==> config.mk <==
export PLATFORM = sky130hd
export DESIGN_NAME = soft_switch_io_decoder_top
export DESIGN_NICKNAME = d
export VERILOG_FILES = /design/src/sv/ssio_pkg.sv /design/src/sv/ssio_ram.sv /design/src/sv/ssio_obuf.sv /design/src/sv/soft_switch_io_decoder_top.sv
export SDC_FILE = /design/constraint.sdc
export NUM_CORES = 2
export LEC_CHECK = 0
export BUFFER_PORTS_ARGS = -buffer_cell sky130_fd_sc_hd__buf_4
export CAP_MARGIN = 40
export CORE_ASPECT_RATIO = 1.4
export CORE_MARGIN = 2
export CORE_UTILIZATION = 48
export DETAILED_ROUTE_END_ITERATION = 7
export GPL_ROUTABILITY_DRIVEN = 0
export PLACE_DENSITY_LB_ADDON = 0.05
export SLEW_MARGIN = 20
export SYNTH_ARGS = -nofsm -noshare
export SYNTH_HDL_FRONTEND = slang
export SYNTH_SLANG_ARGS = --single-unit
==> constraint.sdc <==
create_clock -name clk -period 12.6 [get_ports clk]
set_input_delay 2.52 -clock clk [delete_from_list [all_inputs] [get_ports clk]]
set_output_delay 2.52 -clock clk [all_outputs]
set_load 0.01 [all_outputs]
==> src/sv/ssio_pkg.sv <==
`timescale 1ns / 1ps
// ----------------------------------------------------------------------------
// ssio_pkg
// Shared types and constants for the soft-switch I/O page decoder.
// ----------------------------------------------------------------------------
package ssio_pkg;

  localparam int unsigned REGION_SIZE_DEF = 256;
  localparam logic [15:0] REGION_BASE_RST = 16'hC000;

  typedef enum logic [1:0] {
    OP_READ       = 2'd0,
    OP_WRITE      = 2'd1,
    OP_KEY_CODE   = 2'd2,
    OP_KEY_STROBE = 2'd3
  } op_t;

  typedef enum logic [1:0] {
    ST_CLEAR = 2'b01,
    ST_RUN   = 2'b10
  } state_t;

  // Switch and status addresses (absolute, independent of region base)
  localparam logic [15:0] ADDR_KBD        = 16'hC000;
  localparam logic [15:0] ADDR_STORE80_ON = 16'hC001;
  localparam logic [15:0] ADDR_CXROM_ON   = 16'hC006;
  localparam logic [15:0] ADDR_CXROM_OFF  = 16'hC007;
  localparam logic [15:0] ADDR_C3ROM_OFF  = 16'hC00A;
  localparam logic [15:0] ADDR_C3ROM_ON   = 16'hC00B;
  localparam logic [15:0] ADDR_COL80_OFF  = 16'hC00C;
  localparam logic [15:0] ADDR_COL80_ON   = 16'hC00D;
  localparam logic [15:0] ADDR_ALTCH_OFF  = 16'hC00E;
  localparam logic [15:0] ADDR_ALTCH_ON   = 16'hC00F;
  localparam logic [15:0] ADDR_STROBE     = 16'hC010;
  localparam logic [15:0] ADDR_RD_CXROM   = 16'hC015;
  localparam logic [15:0] ADDR_RD_C3ROM   = 16'hC017;
  localparam logic [15:0] ADDR_RD_VBL     = 16'hC019;
  localparam logic [15:0] ADDR_RD_TEXT    = 16'hC01A;
  localparam logic [15:0] ADDR_RD_MIXED   = 16'hC01B;
  localparam logic [15:0] ADDR_RD_PAGE2   = 16'hC01C;
  localparam logic [15:0] ADDR_RD_HIRES   = 16'hC01D;
  localparam logic [15:0] ADDR_RD_ALTCH   = 16'hC01E;
  localparam logic [15:0] ADDR_RD_COL80   = 16'hC01F;
  localparam logic [15:0] ADDR_SPEAKER    = 16'hC030;
  localparam logic [15:0] ADDR_MODE_LO    = 16'hC050;
  localparam logic [15:0] ADDR_MODE_HI    = 16'hC057;

  // Mode switch select, address bits [2:1]
  localparam logic [1:0] MODE_TEXT  = 2'd0;
  localparam logic [1:0] MODE_MIXED = 2'd1;
  localparam logic [1:0] MODE_PAGE2 = 2'd2;
  localparam logic [1:0] MODE_HIRES = 2'd3;

endpackage

==> src/sv/ssio_ram.sv <==
`timescale 1ns / 1ps
// ----------------------------------------------------------------------------
// ssio_ram
// Generic simple dual-port RAM, one write and one registered read port.
// ----------------------------------------------------------------------------
module ssio_ram #(
  parameter int unsigned WIDTH = 8,
  parameter int unsigned DEPTH = 256
) (
  input  logic                     clk,
  input  logic                     we,
  input  logic [$clog2(DEPTH)-1:0] waddr,
  input  logic [WIDTH-1:0]         wdata,
  input  logic                     re,
  input  logic [$clog2(DEPTH)-1:0] raddr,
  output logic [WIDTH-1:0]         rdata
);

  logic [WIDTH-1:0] mem [DEPTH];

  always_ff @(posedge clk) begin
    if (we) begin
      mem[waddr] <= wdata;
    end
    if (re) begin
      rdata <= mem[raddr];
    end
  end

endmodule

==> src/sv/ssio_obuf.sv <==
`timescale 1ns / 1ps
// ----------------------------------------------------------------------------
// ssio_obuf
// Two-entry output buffer: output register plus skid register.
// ----------------------------------------------------------------------------
module ssio_obuf (
  input  logic       clk,
  input  logic       rst,
  input  logic       push,
  input  logic [7:0] push_data,
  output logic [1:0] occupancy,
  output logic       out_valid,
  input  logic       out_ready,
  output logic [7:0] read_data
);

  logic       skid_valid;
  logic [7:0] skid_data;
  logic       pop;

  assign pop       = out_valid && out_ready;
  assign occupancy = {1'b0, out_valid} + {1'b0, skid_valid};

  always_ff @(posedge clk) begin
    if (rst) begin
      out_valid  <= 1'b0;
      skid_valid <= 1'b0;
    end else if (!out_valid || pop) begin
      out_valid  <= skid_valid || push;
      skid_valid <= skid_valid && push;
    end else if (push) begin
      skid_valid <= 1'b1;
    end
  end

  always_ff @(posedge clk) begin
    if (!out_valid || pop) begin
      if (skid_valid) begin
        read_data <= skid_data;
      end else if (push) begin
        read_data <= push_data;
      end
      if (push) begin
        skid_data <= push_data;
      end
    end else if (push) begin
      skid_data <= push_data;
    end
  end

  a_skid_behind_out: assert property (@(posedge clk) disable iff (rst)
    skid_valid |-> out_valid)
    else $error("skid entry held with empty output register");

  a_no_overflow: assert property (@(posedge clk) disable iff (rst)
    !(push && skid_valid && out_valid && !out_ready))
    else $error("push into full output buffer");

endmodule

==> src/sv/soft_switch_io_decoder_top.sv <==
`timescale 1ns / 1ps
// ----------------------------------------------------------------------------
// soft_switch_io_decoder_top
// Soft-switch I/O page decoder with mode flags and a RAM backing store.
// ----------------------------------------------------------------------------
// Usage:
//   Input channel (in_valid/in_ready) carries one bus access or keyboard
//   event per transfer: operation, address, value. Only a bus read makes
//   a result; it leaves on the output channel (out_valid/out_ready) as
//   read_data. Writes, key code and key strobe events make no result.
//   Config channel (cfg_valid/cfg_data) loads region_base; always ready,
//   write it only while the block is idle.
// Read path: a read transfer passes the backing-store RAM read (read
//   stage) and then the output buffer, whose output register drives
//   read_data.
// Throughput: one item per cycle while in_ready is high, set by the single
//   RAM write/read port pair and the one-entry read stage.
// Reset: flags and key state take their reset values at once; then the
//   backing store is cleared one entry per cycle, all REGION_SIZE entries,
//   with in_ready low. Config writes are taken during that pass.
// Stall: a two-entry output buffer absorbs results; in_ready drops only
//   when buffer plus read in flight would overflow it, or while clearing.
// ----------------------------------------------------------------------------
module soft_switch_io_decoder_top #(
  parameter int unsigned REGION_SIZE = ssio_pkg::REGION_SIZE_DEF
) (
  input  logic        clk,
  input  logic        rst,
  input  logic        cfg_valid,
  output logic        cfg_ready,
  input  logic [15:0] cfg_data,
  input  logic        in_valid,
  output logic        in_ready,
  input  logic [1:0]  operation,
  input  logic [15:0] address,
  input  logic [7:0]  value,
  output logic        out_valid,
  input  logic        out_ready,
  output logic [7:0]  read_data
);

  import ssio_pkg::*;

  localparam int unsigned IDX_W = $clog2(REGION_SIZE);
  localparam logic [16:0] SIZE_17 = 17'(REGION_SIZE);
  localparam logic [IDX_W-1:0] LAST_IDX = IDX_W'(REGION_SIZE - 1);

  // Control state
  state_t            state;
  logic [IDX_W-1:0]  clr_idx;
  logic [15:0]       region_base;

  // Soft-switch flags and keyboard latch
  logic text_mode, mixed_mode, page_two, hires_mode;
  logic alt_charset, col80_mode, store80_mode, slot_cx_rom, slot_c3_rom;
  logic key_strobe;
  logic [7:0] key_code;

  logic text_mode_next, mixed_mode_next, page_two_next, hires_mode_next;
  logic alt_charset_next, col80_mode_next, store80_mode_next;
  logic slot_cx_rom_next, slot_c3_rom_next, key_strobe_next;
  logic [7:0] key_code_next;

  // Read stage (RAM read in flight)
  logic       s1_valid, s1_store, s1_in_range;
  logic [7:0] s1_imm;

  logic       in_fire, pop;
  op_t        op;
  logic [15:0] offset;
  logic       in_range, mode_hit;
  logic       rd_store, wr_store;
  logic [7:0] imm;
  logic       ram_we;
  logic [IDX_W-1:0] ram_waddr;
  logic [7:0] ram_wdata, ram_q;
  logic [1:0] occupancy;
  logic [2:0] fill;
  logic       push;
  logic [7:0] push_data;

  assign cfg_ready = 1'b1;
  assign op        = op_t'(operation);
  assign in_fire   = in_valid && in_ready;
  assign pop       = out_valid && out_ready;

  // Buffer level after this cycle's moves; room for one more read
  assign fill     = {1'b0, occupancy} + {2'b00, s1_valid} - {2'b00, pop};
  assign in_ready = (state == ST_RUN) && (fill <= 3'd1);

  assign offset   = address - region_base;
  assign in_range = {1'b0, offset} < SIZE_17;
  assign mode_hit = (address >= ADDR_MODE_LO) && (address <= ADDR_MODE_HI);

  always_comb begin
    text_mode_next    = text_mode;
    mixed_mode_next   = mixed_mode;
    page_two_next     = page_two;
    hires_mode_next   = hires_mode;
    alt_charset_next  = alt_charset;
    col80_mode_next   = col80_mode;
    store80_mode_next = store80_mode;
    slot_cx_rom_next  = slot_cx_rom;
    slot_c3_rom_next  = slot_c3_rom;
    key_strobe_next   = key_strobe;
    key_code_next     = key_code;
    rd_store          = 1'b0;
    wr_store          = 1'b0;
    imm               = '0;

    // C050-C057 act the same for reads and writes
    if (in_fire && mode_hit && (op == OP_READ || op == OP_WRITE)) begin
      imm = {7'b0, address[0]};
      unique case (address[2:1])
        MODE_TEXT:  text_mode_next  = address[0];
        MODE_MIXED: mixed_mode_next = address[0];
        MODE_PAGE2: page_two_next   = address[0];
        MODE_HIRES: hires_mode_next = address[0];
        default:    text_mode_next  = text_mode;
      endcase
    end

    if (in_fire && !mode_hit) begin
      unique case (op)
        OP_READ: begin
          unique case (address)
            ADDR_KBD:      imm = key_code | {key_strobe, 7'b0};
            ADDR_STROBE: begin
              imm             = {key_strobe, 7'b0};
              key_strobe_next = 1'b0;
            end
            ADDR_RD_CXROM: imm = {slot_cx_rom, 7'b0};
            ADDR_RD_C3ROM: imm = {slot_c3_rom, 7'b0};
            ADDR_RD_VBL:   imm = '0;
            ADDR_RD_TEXT:  imm = {text_mode, 7'b0};
            ADDR_RD_MIXED: imm = {mixed_mode, 7'b0};
            ADDR_RD_PAGE2: imm = {page_two, 7'b0};
            ADDR_RD_HIRES: imm = {hires_mode, 7'b0};
            ADDR_RD_ALTCH: imm = {alt_charset, 7'b0};
            ADDR_RD_COL80: imm = {col80_mode, 7'b0};
            ADDR_SPEAKER:  imm = '0;
            default:       rd_store = 1'b1;
          endcase
        end
        OP_WRITE: begin
          unique case (address)
            ADDR_KBD, ADDR_STORE80_ON:    store80_mode_next = address[0];
            ADDR_CXROM_ON:                slot_cx_rom_next  = 1'b1;
            ADDR_CXROM_OFF:               slot_cx_rom_next  = 1'b0;
            ADDR_C3ROM_OFF, ADDR_C3ROM_ON: slot_c3_rom_next = address[0];
            ADDR_COL80_OFF, ADDR_COL80_ON: col80_mode_next  = address[0];
            ADDR_ALTCH_OFF, ADDR_ALTCH_ON: alt_charset_next = address[0];
            ADDR_STROBE:                  key_strobe_next   = 1'b0;
            default:                      wr_store = in_range;
          endcase
        end
        OP_KEY_CODE:   key_code_next   = value;
        OP_KEY_STROBE: key_strobe_next = 1'b1;
        default:       key_code_next   = key_code;
      endcase
    end else if (in_fire) begin
      unique case (op)
        OP_KEY_CODE:   key_code_next   = value;
        OP_KEY_STROBE: key_strobe_next = 1'b1;
        default:       key_code_next   = key_code;
      endcase
    end
  end

  // Clearing pass owns the write port until done
  assign ram_we    = (state == ST_CLEAR) || wr_store;
  assign ram_waddr = (state == ST_CLEAR) ? clr_idx : offset[IDX_W-1:0];
  assign ram_wdata = (state == ST_CLEAR) ? 8'h00 : value;

  ssio_ram #(
    .WIDTH (8),
    .DEPTH (REGION_SIZE)
  ) u_store (
    .clk   (clk),
    .we    (ram_we),
    .waddr (ram_waddr),
    .wdata (ram_wdata),
    .re    (rd_store),
    .raddr (offset[IDX_W-1:0]),
    .rdata (ram_q)
  );

  always_ff @(posedge clk) begin
    if (rst) begin
      state        <= ST_CLEAR;
      clr_idx      <= '0;
      region_base  <= REGION_BASE_RST;
      text_mode    <= 1'b1;
      mixed_mode   <= 1'b0;
      page_two     <= 1'b0;
      hires_mode   <= 1'b0;
      alt_charset  <= 1'b0;
      col80_mode   <= 1'b0;
      store80_mode <= 1'b0;
      slot_cx_rom  <= 1'b0;
      slot_c3_rom  <= 1'b0;
      key_strobe   <= 1'b0;
      key_code     <= '0;
      s1_valid     <= 1'b0;
    end else begin
      unique case (state)
        ST_CLEAR: begin
          clr_idx <= clr_idx + 1'b1;
          if (clr_idx == LAST_IDX) begin
            state <= ST_RUN;
          end
        end
        ST_RUN:   state <= ST_RUN;
        default:  state <= ST_CLEAR;
      endcase
      if (cfg_valid && cfg_ready) begin
        region_base <= cfg_data;
      end
      text_mode    <= text_mode_next;
      mixed_mode   <= mixed_mode_next;
      page_two     <= page_two_next;
      hires_mode   <= hires_mode_next;
      alt_charset  <= alt_charset_next;
      col80_mode   <= col80_mode_next;
      store80_mode <= store80_mode_next;
      slot_cx_rom  <= slot_cx_rom_next;
      slot_c3_rom  <= slot_c3_rom_next;
      key_strobe   <= key_strobe_next;
      key_code     <= key_code_next;
      s1_valid     <= in_fire && (op == OP_READ);
    end
  end

  always_ff @(posedge clk) begin
    s1_store    <= rd_store;
    s1_in_range <= in_range;
    s1_imm      <= imm;
  end

  // Out-of-range store reads return zero
  assign push      = s1_valid;
  assign push_data = s1_store ? (s1_in_range ? ram_q : 8'h00) : s1_imm;

  ssio_obuf u_obuf (
    .clk       (clk),
    .rst       (rst),
    .push      (push),
    .push_data (push_data),
    .occupancy (occupancy),
    .out_valid (out_valid),
    .out_ready (out_ready),
    .read_data (read_data)
  );

  a_no_accept_clear: assert property (@(posedge clk) disable iff (rst)
    (state == ST_CLEAR) |-> !in_ready)
    else $error("input accepted during store clearing pass");

  a_read_tracked: assert property (@(posedge clk) disable iff (rst)
    (in_fire && op == OP_READ) |=> s1_valid)
    else $error("accepted read not tracked in read stage");

endmodule
* Word-level counts from Yosys, hierarchy flattened
Memory sizes are Yosys's and may differ from the RTL's. A register that Yosys moved wholly into a read port is not among the register bits.
Cells that the tools add are included.
** Word-level totals
- Register bits :: 72
- Memory bits (writable) :: 2048
- Input port bits :: 47
- Output and inout port bits :: 11
- Word-level logic and storage cells :: 135
- Memories kept :: 1
** Memory list
- u_store.mem :: depth 256, bits a word 8, read ports 1, clocked after memory_dff 1, write ports 1, line ssio_ram.sv:19 : logic [WIDTH-1:0] mem [DEPTH];
** Cells by class
- Add/sub/neg operators :: 5
- Magnitude comparators :: 4
- Equal/unequal tests :: 32
- Mux-type cells :: 31
- Bitwise gates (word level) :: 1
- Reductions and logical operators :: 40
** Operators with widths (number)
- 16-bit == test (second input constant) :: 21
- 8-bit 2-to-1 mux :: 11
- 8-bit case mux with 11 select lines :: 1
- 16-bit >= comparator (second input constant) :: 1
- 16-bit <= comparator (second input constant) :: 1
- 16-bit by 9-bit < comparator with 1-bit output (second input constant) :: 1
- 16-bit subtractor :: 1
- 1-bit 2-to-1 mux :: 15
- 3-bit AND reduction :: 4
- 2-bit nonzero test :: 6
- 12-bit OR reduction :: 1
- 11-bit OR reduction :: 1
- 2-bit == test (second input constant) :: 5
- 2-bit AND reduction :: 5
- 2-bit OR reduction :: 5
- 1-bit logical AND :: 9
- 8-bit by 1-bit adder with 8-bit output (second input constant) :: 1
- 8-bit == test (second input constant) :: 1
- 8-bit OR :: 1
- 2-bit by 1-bit == test with 1-bit output (second input constant) :: 3
- 2-bit logical NOT :: 2
- 1-bit logical OR :: 4
- 1-bit case mux with 2 select lines :: 2
- 2-bit case mux with 2 select lines :: 1
- other kinds (9) :: 10

* Logic depth before layout (Yosys ltp)
- Word-level depth :: 12
- Depth in mapped cells :: 15

* By module
From an unflattened synthesis, not the netlist that was laid out.
** Unflattened totals
- Cells, all modules :: 4233
- Area total of the unflattened synthesis :: 83964.3 um^2
** By module, submodules not included
- ssio_ram :: times used 1, cells an instance 3733, area each 79636.4 um^2, seq. area each 61739.2 um^2
- soft_switch_io_decoder_top :: times used 1, cells an instance 464, area each 3629.7 um^2, seq. area each 1081.0 um^2
- ssio_obuf :: times used 1, cells an instance 36, area each 698.2 um^2, seq. area each 520.5 um^2

* Worst setup path after synthesis
No wires, ideal clock.
- Path kind :: input to register
- Start point :: input value[0]
- End point :: memory u_store.mem[0][0] (data pin)
- Setup time :: 1.446 ns
- Arrival :: 8.665 ns
- Data required time :: 11.154 ns
- Path slack :: 2.489 ns
- Stages on the path :: 1
- Cells stage by stage :: nor2b_1
** Between the ends
- Longest elaborated chain between the ends :: 1
** Ends and longest elaborated chain
- from (decl) :: line soft_switch_io_decoder_top.sv:36 : input logic [7:0] value,
- 8-bit 2-to-1 mux :: line soft_switch_io_decoder_top.sv:173 : assign ram_wdata = (state == ST_CLEAR) ? 8'h00 : value;
- to (decl) :: line ssio_ram.sv:19
Every way passes these cells.

* Worst setup path in the final report
- Start point :: input address[0]
- End point :: register u_store.rdata[1], read port of u_store.mem (data pin)
** Between the ends
- Longest elaborated chain between the ends :: 5
** Ends and longest elaborated chain
- from (decl) :: line soft_switch_io_decoder_top.sv:35 : input logic [15:0] address,
- 16-bit >= comparator, or another cell as far along :: line soft_switch_io_decoder_top.sv:93 : assign mode_hit = (address >= ADDR_MODE_LO) && (address <= ADDR_MODE_HI);
- 1-bit logical AND or 12-bit OR reduction (tied branches)
- 1-bit logical NOT or 1-bit 2-to-1 mux (tied branches) :: line soft_switch_io_decoder_top.sv:123, soft_switch_io_decoder_top.sv:126
- 1-bit logical AND or 1-bit 2-to-1 mux (tied branches) :: line soft_switch_io_decoder_top.sv:123, soft_switch_io_decoder_top.sv:124
- 1-bit 2-to-1 mux :: line soft_switch_io_decoder_top.sv:123 : if (in_fire && !mode_hit) begin
- to (decl) :: line ssio_ram.sv:16 : output logic [WIDTH-1:0] rdata
Several ways; a longest one is shown, not always the timed one.
A chain may end at the register's enable or synchronous reset.

==> results_dict.tcl <==
set metrics [dict create \
    post-layout-total-power_w 0.0171 \
    fillCellCount 13500 \
    ant_nets 0 \
    synth_edf_count 2072 \
    fin_crit_sh_pct 54.3 \
    core_area_sq_um 175000 \
    grt_antenna_before_repair 2 \
    switchingPower_w 0.00460 \
    die_h_um 500 \
    mux_cell_area_share_after_synthesis_pct 17.5 \
    io_buffers 56 \
    grt_overflow_total 0 \
    critical_path_peak_fanout 50 \
    power.ir.vdd_worst_v 0.000156 \
    async_flop_share_pct 0 \
    crit_path_class "in2reg" \
    route.vias.total 40500 \
    power.density_cell_area_nw_per_um2 180 \
    setup.worst_path.end_class "register" \
    synth.largest_area_cell "edfxtp_1" \
    post_cts.repair.setup_buffers 0 \
    placement_rows 182 \
    post_synth_fa_ha_maj_area_fraction_pct 0.321 \
    area.growth.synth_to_final_pct 12.8 \
    hold-worst-slack_ns 0.453 \
    total_leakage_power_nw 30.3 \
    synth.top_cell.area_share_pct 73.8 \
    worst-endpoint-required_ns 13.20 \
    hp-class "reg2reg" \
    clock_skew_ns 0.0257 \
    post_cts_hold_buffer_count 0 \
    combinationalPowerShare_pct 16.5 \
    internal_power_w 0.0125 \
    final.min_clock_period_ns 6.84 \
    ys_top_cells_by_area "edfxtp_1 (74%), mux4_2 (16%), nor2_1 (1.4%)" \
    final.setup.tns_ns 0 \
    final_net_count 4336 \
    avgViaCountPerCell 6.00 \
    synth_most_common_cell "edfxtp_1" \
    drive_above_1_share_pct 28.5 \
    via_count_of_the_first_global_routing_pass 41900 \
    synthDistinctLibCells 94 \
    detail_route.wl_per_cell_um 31.8 \
    die_area_sq_um 179000 \
    detailedRoute.firstPassIterationCount 7 \
    post-dp-hpwl_um 134000 \
    detailed_place.area_sq_um 88300 \
    cts_buffer_count 200 \
    clkSinkCount 2128 \
    post_synth.cell_area_avg_sq_um 21.1 \
    cap_viol_max_count 0 \
    max-clock-path-buffers 3 \
    netlist_instances 3997 \
    worst_ep_arrival_time_ns 7.44 \
    setup_repair_after_global_routing_missed_its_margin "no" \
    timing.final.max_slew_violations 0 \
    cts_tree "yes" \
    yosys-top-cells-count "edfxtp_1 (2,072), mux4_2 (613), nor2_1 (321)" \
    xor_xnor_portion_of_the_synthesized_cell_area_pct 0.125 \
    synth_sequential_area_ratio_pct 75.1 \
    clock_network_power_share_pct 34.1 \
    outcome "completed" \
    grt_max_degree 223 \
    synth_simple_gate_area_share_pct 3.54 \
    totalWireLength_um 214000 \
    finalHoldViolCount 0 \
    synth_top_family_by_area "multiplexers" \
    cts_h_tree_depth 4 \
    initial_utilization_pct 48.1 \
    power_frac_seq_pct 49.4 \
    drc 0 \
    switching_share_pct 26.9 \
    synthesis.nets 4065 \
    clk_latency_ns 0.85 \
    pin_count 58 \
    max_clock_freq_mhz 146 \
    post_synthesis_cell_area_sq_um 84300 \
    cts.repair.resized 0 \
    finalCoreUtilization_pct 54.3 \
    fp.dieW_um 358 \
    grt_first_pass_wirelength_um 308000 \
    dr.first_iter.drc_count 3975 \
    ys.flop_type "edfxtp_1" \
    relSlewSlack_pct 23.4 \
    cts_root_buf "clkbuf_16" \
    worst-slew-pin-transition_ns 1.15 \
    synth_warnings 0 \
    synth-compound-area-share_pct 1.84 \
    postLayoutCellArea_sq_um 95100 \
    cts.clk_slew.worst_paths_ns 0.06 \
    report.final.setup_viol 0 \
    postSynthRegisterBits 2128 \
    track_usage_pct 24.2 \
    worst_setup_path_start_kind "input pin" \
]
## layout make-up
type | instances | area (sq um) | area share, %
Clock buffer | 252 | 5260 | 5.53
Multi-Input combinational cell | 1617 | 19800 | 20.9
Antenna cell | 2 | 5.00 | 0.00526
Clock inverter | 121 | 1020 | 1.07
Timing Repair Buffer | 283 | 2620 | 2.76
Sequential cell | 2128 | 63300 | 66.6
Inverter | 38 | 143 | 0.150
Tap cell | 2300 | 2880 | 3.03
## routing by layer
metal  GRT usage (%)  vias up  part of all wire (%)
met1            32.4    21900                    41
li1                -    17100                     -
met2            41.6     1120                    52
met4            7.28        2                   3.1
met5               0        -                0.0070
met3            3.12      290                   4.4
## metrics by stage
| step | setup WS [ns] | cells |
|---|---|---|
| finish | 5.76 | 6741 |
| global route | 5.60 | 6740 |
| CTS | 5.52 | 6678 |
| detailed placement | 4.60 | 6305 |
| global placement | 4.25 | 6219 |
| floorplan | 2.49 | 3997 |
## critical path: stages
cell and delay (ns):
buf_4 0.11, inv_1 0.17, ha_4 0.23, fa_4 0.96, buf_4 0.70, buf_4 0.64, mux4_2 0.39, and2_0 0.16
a2111oi_0 0.45, o21ai_0 0.19, a31oi_1 0.45, o2111a_1 0.30, nor3_1 0.07
## registers in the layout (all words and copies together) (netlist names), 2 cells and up
signal,flops
region_base,16
u_obuf.skid_data,8
key_code,8
clr_idx,8
state,2
u_obuf.read_data,8
u_store.mem,2048
u_store.rdata,8
s1_imm,8
## logic make-up (layout without fill, tap and decap cells)
| group | after synthesis | after routing |
|---|---|---|
| buf+inv | 252 | 694 |
| simple gates | 680 | 680 |
| other cells | 1 | 3 |
| fa+ha+maj | 21 | 21 |
| mux | 702 | 702 |
| xor+xnor | 12 | 12 |
| flops | 2128 | 2128 |
| compound gates | 201 | 201 |
## layout by cell type, fill, tap and decap left out, types with 27 or more instances in the layout
cell / netlist / final
edfxtp_1: 2072 / 2072
mux4_2: 613 / 613
nor2_1: 321 / 317
buf_4: 10 / 248
clkbuf_16: 0 / 201
nand2_1: 196 / 194
mux2i_1: 68 / 68
dfxtp_1: 56 / 56
clkbuf_1: 95 / 47
clkinv_1: 0 / 45
clkinv_2: 0 / 42
o21ai_0: 41 / 41
inv_1: 37 / 37
a21oi_1: 30 / 30
nand3_1: 27 / 27
## final timing paths
path / cells past startpoint / slack [ns] / start / to
max: 13 / 5.76 / address[0] / u_store.rdata[1]
min: 1 / 0.45 / key_code[5] / s1_imm[5]
max reg2reg: 11 / 7.41 / region_base[0] / u_store.rdata[1]
min reg2reg: 1 / 0.45 / key_code[5] / s1_imm[5]
## power groups by stage
stage	combinational (W)	clock [W]	sequential, W
6_report	0.00282	0.00583	0.00844
5_1_grt	0.00298	0.00622	0.00844
4_1_cts	0.00285	0.00596	0.00844
3_5_place_dp	0.00285	0	0.00859
3_3_place_gp	0.00272	0	0.00860
2_1_floorplan	0.00154	0	0.00879
Power figures use the tool's default switching activity.
